`src/rtl/tpfc_pkg.sv`:
```
`timescale 1ns / 1ps
// ----------------------------------------------------------------------------
// tpfc_pkg
// Shared types and constants for the triac phase-angle firing controller.
// ----------------------------------------------------------------------------
package tpfc_pkg;

  // Field widths of the input and result beats.
  localparam int unsigned KIND_W  = 2;
  localparam int unsigned VALUE_W = 10;
  localparam int unsigned BYTE_W  = 8;
  localparam int unsigned LINES_W = 3;
  localparam int unsigned ACC_W   = 16;

  // Fire delay after reset.
  localparam logic [BYTE_W-1:0] FIRE_DELAY_RESET = 8'h2E;

  // Default number of current samples in one sum.
  localparam int unsigned SAMPLES_PER_SUM_DEFAULT = 20;

  // Input event codes.
  typedef enum logic [KIND_W-1:0] {
    KIND_TICK       = 2'd0,
    KIND_ZERO_CROSS = 2'd1,
    KIND_RX_BYTE    = 2'd2,
    KIND_SAMPLE     = 2'd3
  } kind_t;

  // Outcome of one input event, handed from the core to the result stage.
  typedef struct packed {
    logic               gate;
    logic [LINES_W-1:0] out_bits;
    logic               reply;
    logic [BYTE_W-1:0]  reply_hi;
    logic [BYTE_W-1:0]  reply_lo;
    logic [BYTE_W-1:0]  reply_tail;
  } step_result_t;

endpackage

```
`src/rtl/tpfc_in_if.sv`:
```
`timescale 1ns / 1ps
// ----------------------------------------------------------------------------
// tpfc_in_if
// Input event channel: valid/ready handshake with event kind and value.
// ----------------------------------------------------------------------------
interface tpfc_in_if;
  logic                         valid;
  logic                         ready;
  logic [tpfc_pkg::KIND_W-1:0]  kind;
  logic [tpfc_pkg::VALUE_W-1:0] value;

  modport source (output valid, output kind, output value, input ready);
  modport sink (input valid, input kind, input value, output ready);
endinterface

```
`src/rtl/tpfc_out_if.sv`:
```
`timescale 1ns / 1ps
// ----------------------------------------------------------------------------
// tpfc_out_if
// Result channel: valid/ready handshake with gate, lines and reply byte.
// ----------------------------------------------------------------------------
interface tpfc_out_if;
  logic                         valid;
  logic                         ready;
  logic                         gate;
  logic [tpfc_pkg::LINES_W-1:0] out_bits;
  logic                         tx_valid;
  logic [tpfc_pkg::BYTE_W-1:0]  tx_byte;
  logic                         last;

  modport source (
    output valid, output gate, output out_bits, output tx_valid, output tx_byte,
    output last, input ready
  );
  modport sink (
    input valid, input gate, input out_bits, input tx_valid, input tx_byte,
    input last, output ready
  );
endinterface

```
`src/rtl/tpfc_core.sv`:
```
`timescale 1ns / 1ps
// ----------------------------------------------------------------------------
// tpfc_core
// Controller state: phase counter, gate, command frame and current sum.
// Updates on every accepted event and reports the state after the event.
// ----------------------------------------------------------------------------
module tpfc_core #(
  parameter int unsigned SAMPLES_PER_SUM = tpfc_pkg::SAMPLES_PER_SUM_DEFAULT
) (
  input  logic                         clk,
  input  logic                         rst,
  input  logic                         accept,
  input  logic [tpfc_pkg::KIND_W-1:0]  kind,
  input  logic [tpfc_pkg::VALUE_W-1:0] value,
  output tpfc_pkg::step_result_t       result
);

  localparam int unsigned IDX_W  = (SAMPLES_PER_SUM > 1) ? $clog2(SAMPLES_PER_SUM) : 1;
  localparam int unsigned BW     = tpfc_pkg::BYTE_W;
  localparam int unsigned LW     = tpfc_pkg::LINES_W;
  localparam int unsigned AW     = tpfc_pkg::ACC_W;
  localparam logic [IDX_W-1:0] IDX_LAST = IDX_W'(SAMPLES_PER_SUM - 1);

  logic [BW-1:0]    phase_count, phase_count_next;
  logic [BW-1:0]    fire_delay, fire_delay_next;
  logic             gate_on, gate_on_next;
  logic [LW-1:0]    switch_lines, switch_lines_next;
  logic [BW-1:0]    frame_first, frame_first_next;
  logic [BW-1:0]    frame_second, frame_second_next;
  logic             frame_position, frame_position_next;
  logic [AW-1:0]    sample_accumulator, sample_accumulator_next;
  logic [IDX_W-1:0] sample_index, sample_index_next;
  logic [AW-1:0]    latched_current, latched_current_next;
  logic [AW-1:0]    acc_sum;
  logic [BW-1:0]    rx_byte;
  logic             reply;

  assign rx_byte = value[BW-1:0];
  // Each sample is added twice, so the sum takes the sample shifted left once.
  assign acc_sum = sample_accumulator + {{(AW-tpfc_pkg::VALUE_W-1){1'b0}}, value, 1'b0};

  // Next state for one event.
  always_comb begin
    phase_count_next        = phase_count;
    fire_delay_next         = fire_delay;
    gate_on_next            = gate_on;
    switch_lines_next       = switch_lines;
    frame_first_next        = frame_first;
    frame_second_next       = frame_second;
    frame_position_next     = frame_position;
    sample_accumulator_next = sample_accumulator;
    sample_index_next       = sample_index;
    latched_current_next    = latched_current;
    reply                   = 1'b0;
    unique case (tpfc_pkg::kind_t'(kind))
      tpfc_pkg::KIND_TICK: begin
        phase_count_next = phase_count + 1'b1;
        if (phase_count_next == fire_delay && switch_lines[2:1] != 2'b00) begin
          gate_on_next = 1'b1;
        end
      end
      tpfc_pkg::KIND_ZERO_CROSS: begin
        phase_count_next = '0;
        gate_on_next     = 1'b0;
        fire_delay_next  = frame_first;
      end
      tpfc_pkg::KIND_RX_BYTE: begin
        if (!frame_position) begin
          frame_first_next    = rx_byte;
          frame_position_next = 1'b1;
        end else begin
          frame_second_next   = rx_byte;
          frame_position_next = 1'b0;
          switch_lines_next   = rx_byte[LW-1:0];
          reply               = 1'b1;
        end
      end
      tpfc_pkg::KIND_SAMPLE: begin
        if (sample_index == IDX_LAST) begin
          latched_current_next    = acc_sum;
          sample_accumulator_next = '0;
          sample_index_next       = '0;
        end else begin
          sample_accumulator_next = acc_sum;
          sample_index_next       = sample_index + 1'b1;
        end
      end
      default: begin
      end
    endcase
  end

  // State registers.
  always_ff @(posedge clk) begin
    if (rst) begin
      phase_count        <= '0;
      fire_delay         <= tpfc_pkg::FIRE_DELAY_RESET;
      gate_on            <= 1'b0;
      switch_lines       <= '0;
      frame_first        <= '0;
      frame_second       <= '0;
      frame_position     <= 1'b0;
      sample_accumulator <= '0;
      sample_index       <= '0;
      latched_current    <= '0;
    end else if (accept) begin
      phase_count        <= phase_count_next;
      fire_delay         <= fire_delay_next;
      gate_on            <= gate_on_next;
      switch_lines       <= switch_lines_next;
      frame_first        <= frame_first_next;
      frame_second       <= frame_second_next;
      frame_position     <= frame_position_next;
      sample_accumulator <= sample_accumulator_next;
      sample_index       <= sample_index_next;
      latched_current    <= latched_current_next;
    end
  end

  // Outcome of the event as seen after the update.
  always_comb begin
    result.gate       = gate_on_next;
    result.out_bits   = switch_lines_next;
    result.reply      = reply;
    result.reply_hi   = latched_current[AW-1:BW];
    result.reply_lo   = latched_current[BW-1:0];
    result.reply_tail = frame_second_next;
  end

endmodule

```
`src/rtl/triac_phase_fire_controller_top.sv`:
```
`timescale 1ns / 1ps
// ----------------------------------------------------------------------------
// triac_phase_fire_controller_top
// Phase-angle triac firing controller with a two-byte serial command frame.
// ----------------------------------------------------------------------------
// Each event beat (tick, zero crossing, received byte or current sample)
// updates the controller state in the cycle it is accepted, and its results
// are held in a result register. Most events give one result beat, so the
// block takes one event per clock as long as the result side keeps up. A
// received byte that completes a frame gives three result beats (current sum
// high byte, low byte, second frame byte); the single result register sends
// them one per clock while the result side keeps up, and takes no new event
// until the last pending beat leaves; the next is taken in that same cycle.
// ----------------------------------------------------------------------------
module triac_phase_fire_controller_top #(
  parameter int unsigned SAMPLES_PER_SUM = tpfc_pkg::SAMPLES_PER_SUM_DEFAULT
) (
  input  logic      clk,
  input  logic      rst,
  tpfc_in_if.sink   item,
  tpfc_out_if.source result
);

  localparam int unsigned BW = tpfc_pkg::BYTE_W;

  tpfc_pkg::step_result_t step;
  logic                   accept;
  logic [1:0]             beats_left;
  logic                   gate;
  logic [tpfc_pkg::LINES_W-1:0] out_bits;
  logic                   reply;
  logic [BW-1:0]          reply_hi;
  logic [BW-1:0]          reply_lo;
  logic [BW-1:0]          reply_tail;
  logic                   drain_last;

  // A new event enters when the result register is empty or frees this cycle.
  assign drain_last   = (beats_left == 2'd1) && result.ready;
  assign item.ready   = (beats_left == 2'd0) || drain_last;
  assign accept       = item.valid && item.ready;

  tpfc_core #(
    .SAMPLES_PER_SUM(SAMPLES_PER_SUM)
  ) u_core (
    .clk    (clk),
    .rst    (rst),
    .accept (accept),
    .kind   (item.kind),
    .value  (item.value),
    .result (step)
  );

  // Beat counter of the result register.
  always_ff @(posedge clk) begin
    if (rst) begin
      beats_left <= 2'd0;
    end else if (accept) begin
      beats_left <= step.reply ? 2'd3 : 2'd1;
    end else if (result.valid && result.ready) begin
      beats_left <= beats_left - 2'd1;
    end
  end

  // Result payload, loaded with each accepted event.
  always_ff @(posedge clk) begin
    if (accept) begin
      gate       <= step.gate;
      out_bits   <= step.out_bits;
      reply      <= step.reply;
      reply_hi   <= step.reply_hi;
      reply_lo   <= step.reply_lo;
      reply_tail <= step.reply_tail;
    end
  end

  // Pick the reply byte for the beat on the port.
  always_comb begin
    result.valid    = (beats_left != 2'd0);
    result.gate     = gate;
    result.out_bits = out_bits;
    result.tx_valid = reply;
    result.last     = (beats_left == 2'd1);
    result.tx_byte  = '0;
    if (reply) begin
      unique case (beats_left)
        2'd3:    result.tx_byte = reply_hi;
        2'd2:    result.tx_byte = reply_lo;
        default: result.tx_byte = reply_tail;
      endcase
    end
  end

endmodule

```
`src/flat_wrapper.sv`:
```
// flat-port wrapper written by rule: the top's interface ports become plain ports
module triac_phase_fire_controller_top_flat 
#(
  parameter int unsigned SAMPLES_PER_SUM = tpfc_pkg::SAMPLES_PER_SUM_DEFAULT
)
  (clk, rst, item_valid, item_kind, item_value, item_ready, result_valid, result_gate, result_out_bits, result_tx_valid, result_tx_byte, result_last, result_ready);
  tpfc_in_if item_i ();
  tpfc_out_if result_i ();
  input  logic clk;
  input  logic rst;
  input wire logic [$bits(item_i.valid)-1:0] item_valid;
  input wire logic [$bits(item_i.kind)-1:0] item_kind;
  input wire logic [$bits(item_i.value)-1:0] item_value;
  output wire logic [$bits(item_i.ready)-1:0] item_ready;
  output wire logic [$bits(result_i.valid)-1:0] result_valid;
  output wire logic [$bits(result_i.gate)-1:0] result_gate;
  output wire logic [$bits(result_i.out_bits)-1:0] result_out_bits;
  output wire logic [$bits(result_i.tx_valid)-1:0] result_tx_valid;
  output wire logic [$bits(result_i.tx_byte)-1:0] result_tx_byte;
  output wire logic [$bits(result_i.last)-1:0] result_last;
  input wire logic [$bits(result_i.ready)-1:0] result_ready;
  assign item_i.valid = item_valid;
  assign item_i.kind = item_kind;
  assign item_i.value = item_value;
  assign item_ready = item_i.ready;
  assign result_valid = result_i.valid;
  assign result_gate = result_i.gate;
  assign result_out_bits = result_i.out_bits;
  assign result_tx_valid = result_i.tx_valid;
  assign result_tx_byte = result_i.tx_byte;
  assign result_last = result_i.last;
  assign result_i.ready = result_ready;
  triac_phase_fire_controller_top #(.SAMPLES_PER_SUM(SAMPLES_PER_SUM)) u_core (.clk(clk), .rst(rst), .item(item_i), .result(result_i));
endmodule
```
`config.mk`:
```
export PLATFORM = sky130hd
export DESIGN_NAME = triac_phase_fire_controller_top_flat
export DESIGN_NICKNAME = d
export VERILOG_FILES = /design/src/rtl/tpfc_pkg.sv /design/src/rtl/tpfc_in_if.sv /design/src/rtl/tpfc_out_if.sv /design/src/rtl/tpfc_core.sv /design/src/rtl/triac_phase_fire_controller_top.sv /design/src/flat_wrapper.sv
export SDC_FILE = /design/constraint.sdc
export NUM_CORES = 1
export LEC_CHECK = 0
export BUFFER_PORTS_ARGS = -buffer_cell sky130_fd_sc_hd__buf_2
export CORE_UTILIZATION = 55
export CTS_BUF_LIST = sky130_fd_sc_hd__clkbuf_8
export DETAILED_ROUTE_END_ITERATION = 10
export PLACE_DENSITY = 0.8
export SYNTH_ARGS = -nofsm -noshare
export SYNTH_HDL_FRONTEND = slang
export SYNTH_HIERARCHICAL = 1
export SYNTH_SLANG_ARGS = --single-unit
```
`constraint.sdc`:
```
create_clock -name clk -period 5.3 [get_ports clk]
set_clock_uncertainty 0.05 [all_clocks]
set_input_delay 0.53 -clock clk [delete_from_list [all_inputs] [get_ports clk]]
set_output_delay 0.53 -clock clk [all_outputs]
set_load 0.02 [all_outputs]
```
==> metrics.md <==
| Metric | Value |
|---|---|
| Worst hold path class | in2reg |
| Initial core utilization | 0.5652 |
| Final Hold Viols | 0 |
| Predominant post-synthesis flop cell | dfxtp_1 |
| Site Rows | 34 |
| Final HPWL DP | approximately 7100 µm |
| Synth Register Bits | approximately 100 |
| Ratio of cells with drive above 1 in the final layout | 0.1221 |
| Largest net degree at the start of global routing | just over 80 |
| Post-synthesis simple-gate area fraction | 0.2082 |
| GRT Util Overall | 0.2277 |
| Via Count | 3840 |
| Core area | about 8600 µm² |
| PortBufs | 31 |
| Unrepaired setup endpoints after global routing | no |
| Regs by FF count | u_core/u_core/latched_current: 15 flops, u_core/u_core/sample_accumulator: 15 flops |
| Peak VDD IR | approximately 0.14 mV |
| Syn_nets | 566 |
| Antenna violations before repair | 0 |
| 1st-iter DRT viols | 220 |
| Clk pin slew, worst setup/hold paths | ~0.10 ns |
| Final-report max-slew violation count | 0 |
| Top-area cell type share of the netlist area | 0.3035 |
| CTS root buffer | clkbuf_8 |
| Number of synthesized flops with an enable pin | 29 |
| CTS buffer count | 9 |
| Total power | 1.552 mW |
| Vias in the first global route | ~3400 |
| Drt pass-1 iters | 4 |
| Slew HR | 0.3257 |
| Period utilization | 0.6247 |
| Largest family of logic cells by synthesized area | simple AND/OR/NAND/NOR gates |
| Crit-path max FO | 28 |
| Post-CTS sizing | 0 |
| H-tree depth | 3 |
| Clock sinks | 103 |
| Leakage | between 2 and 2.5 nW |
| Ant. Diodes | 0 |
| Hold Buf Count CTS | 0 |
| Gpl congestion | approximately 0.9 |
| Die Area | ~9000 µm² |
| Slew @ Worst Pin | a little over 1 ns |
| Max Fclk | between 300 and 400 MHz |
| Crit path DAT | 3.57 ns |
| Syn avg cell area | 9.157 µm² |
| Global-route wire length before repair | roughly 16000 µm |
| Final setup fails | 0 |
| Post-Syn Area | between 4000 and 5000 µm² |
| Post-layout minimum cycle time | 3.311 ns |
| Post-Route WL | between 10000 and 15000 µm |
| Die Ht | 96.21 µm |
| Syn Inst Count | 533 |
| Synth area leader | dfxtp_1 |
| Max clock buf depth | 2 |
| Multiplexer share of the synthesized area | 0.01461 |
| Nets | roughly 590 |
| Setup TNS | 0 ns |
| Global route overflow | 0 |
| Critical Path RT | between 5 and 6 ns |
| Via-to-Cell Ratio | approximately 5.8 |
| Worst skew pair latency | 0.37 ns |
| Post-synth cell types | between 60 and 70 |
| CTS tree | built |
| Drt wl/cell | 15.11 µm |
| Layout area overhead | 7.203% |
| Startpoint types | flip-flop |
| Status | completed |
| Fraction of registers with async set/reset | 0 |
| Final Util | 0.6059 |
| Pwr dens | 296.7 nW/µm² |
| Synth Area in Adders | 0.04512 |
| XOR/XNOR share of the synthesized area | 0.03948 |
| Register area share after synthesis | 0.4819 |
| Ports | 32 |
| Max Cap Violations | 0 |
| Setup CP Type | reg2reg |
| Die extent in x | between 90 and 100 µm |
| Remaining antenna violation count | 0 |
| Synth Area in Compound Gates | 0.1746 |
| Synth warn | 6 |
| Crit path capture type | flip-flop |
| Fillers | 700 |
| Largest cells by area after synthesis | dfxtp_1 (30%), edfxtp_1 (18%), nand2_1 (7.8%) |
| Postcts setup bufs | 0 |
| Remaining DRCs | 0 |
report_power, final:
part	internal, mW	leakage [nW]	switching (mW)
registers	0.854	0.884	0.0206
logic	0.0718	1.08	0.140
clock network	0.181	0.0984	0.286
total	1.11	2.06	0.446
worst paths after layout:
kind                                                        from                      endpoint  slack (ns)  cells after the start
worst max-delay path                        u_core/beats_left[0]  u_core/u_core/phase_count[3]        1.99                      8
worst max register to register              u_core/beats_left[0]  u_core/u_core/phase_count[3]        1.99                      8
worst min register to register  u_core/u_core/latched_current[3]            u_core/reply_lo[3]        0.39                      0
worst min-delay path                               item_value[3]  u_core/u_core/frame_first[3]        0.37                      3
area by class of cell:
class | instances | area, µm² | share of cell area
clock buffers | 9 | 123.9 | 0.02367
clock inverters | 7 | 60.06 | 0.01148
inverters | 9 | 33.78 | 0.006456
multi-input cells | 396 | 2357 | 0.4505
flip-flops and latches | 103 | 2352 | 0.4495
well taps | 108 | 135.1 | 0.02583
repair buffers | 33 | 170.2 | 0.03252
synth_stat cells (11+ instances only):
library cell,number
and3_1,11
o21ai_0,16
a22oi_1,17
nand2_1,101
a21oi_1,39
nand3_1,14
dfxtp_1,74
xnor2_1,13
ha_1,16
nor2_1,57
edfxtp_1,29
clkbuf_1,15
per-stage QoR:
| step | cells | hold slack [ns] | area (µm²) | setup WS [ns] |
|---|---|---|---|---|
| floorplan | 533 | 0.3581 | 4881 | 2.220 |
| global placement | 649 | 0.3676 | 5049 | 2.187 |
| detailed placement | 649 | 0.3654 | 5049 | 2.015 |
| CTS | 665 | 0.3611 | 5233 | 2.006 |
| global route | 665 | 0.3596 | 5233 | 1.612 |
| finish | 665 | 0.3684 | 5233 | 1.989 |
worst max-delay path, stage by stage, from the launching register on:
cell and delay, ns:
dfxtp_1 0.36, inv_1 0.11, ha_1 0.26, a21o_1 0.14, and2_2 0.53, nor2b_1 0.87
nand2_1 0.38, or3_1 0.39, a21oi_1 0.14
metal layers:
layer	wire (µm)	vias to the layer above	track usage
met5	0	-	0
met4	225	0	0.09826
met3	469	20	0.05213
met2	4648	99	0.3505
met1	4708	1801	0.3058
li1	-	1920	-
cells in the final DEF (no fill, tap or decap), types with 3 or more instances in the layout:
cell type / instances
clkbuf_8: 9
xor2_1: 9
nor2b_1: 7
a21boi_1: 9
nor2_1: 57
a21oi_1: 39
buf_2: 31
o21ai_0: 16
nand3b_1: 5
xnor2_1: 13
nor3b_1: 3
a211oi_1: 5
edfxtp_1: 29
and3_1: 11
a31oi_1: 3
dfxtp_1: 74
nand2_1: 101
nand3_1: 14
nor3_1: 6
ha_1: 16
a311oi_1: 6
inv_1: 8
mux2i_1: 6
a211o_1: 6
a22oi_1: 17
kinds of logic after synthesis:
family                     Yosys count
DFF                                103
adders and majority gates           17
AOI/OAI and AO/OA                  124
buffers and inverters               34
xor gates and xnor gates            22
muxes                                7
and+or+nand+nor                    225
other                                1
No activity file was read; power rests on OpenSTA's default activity.
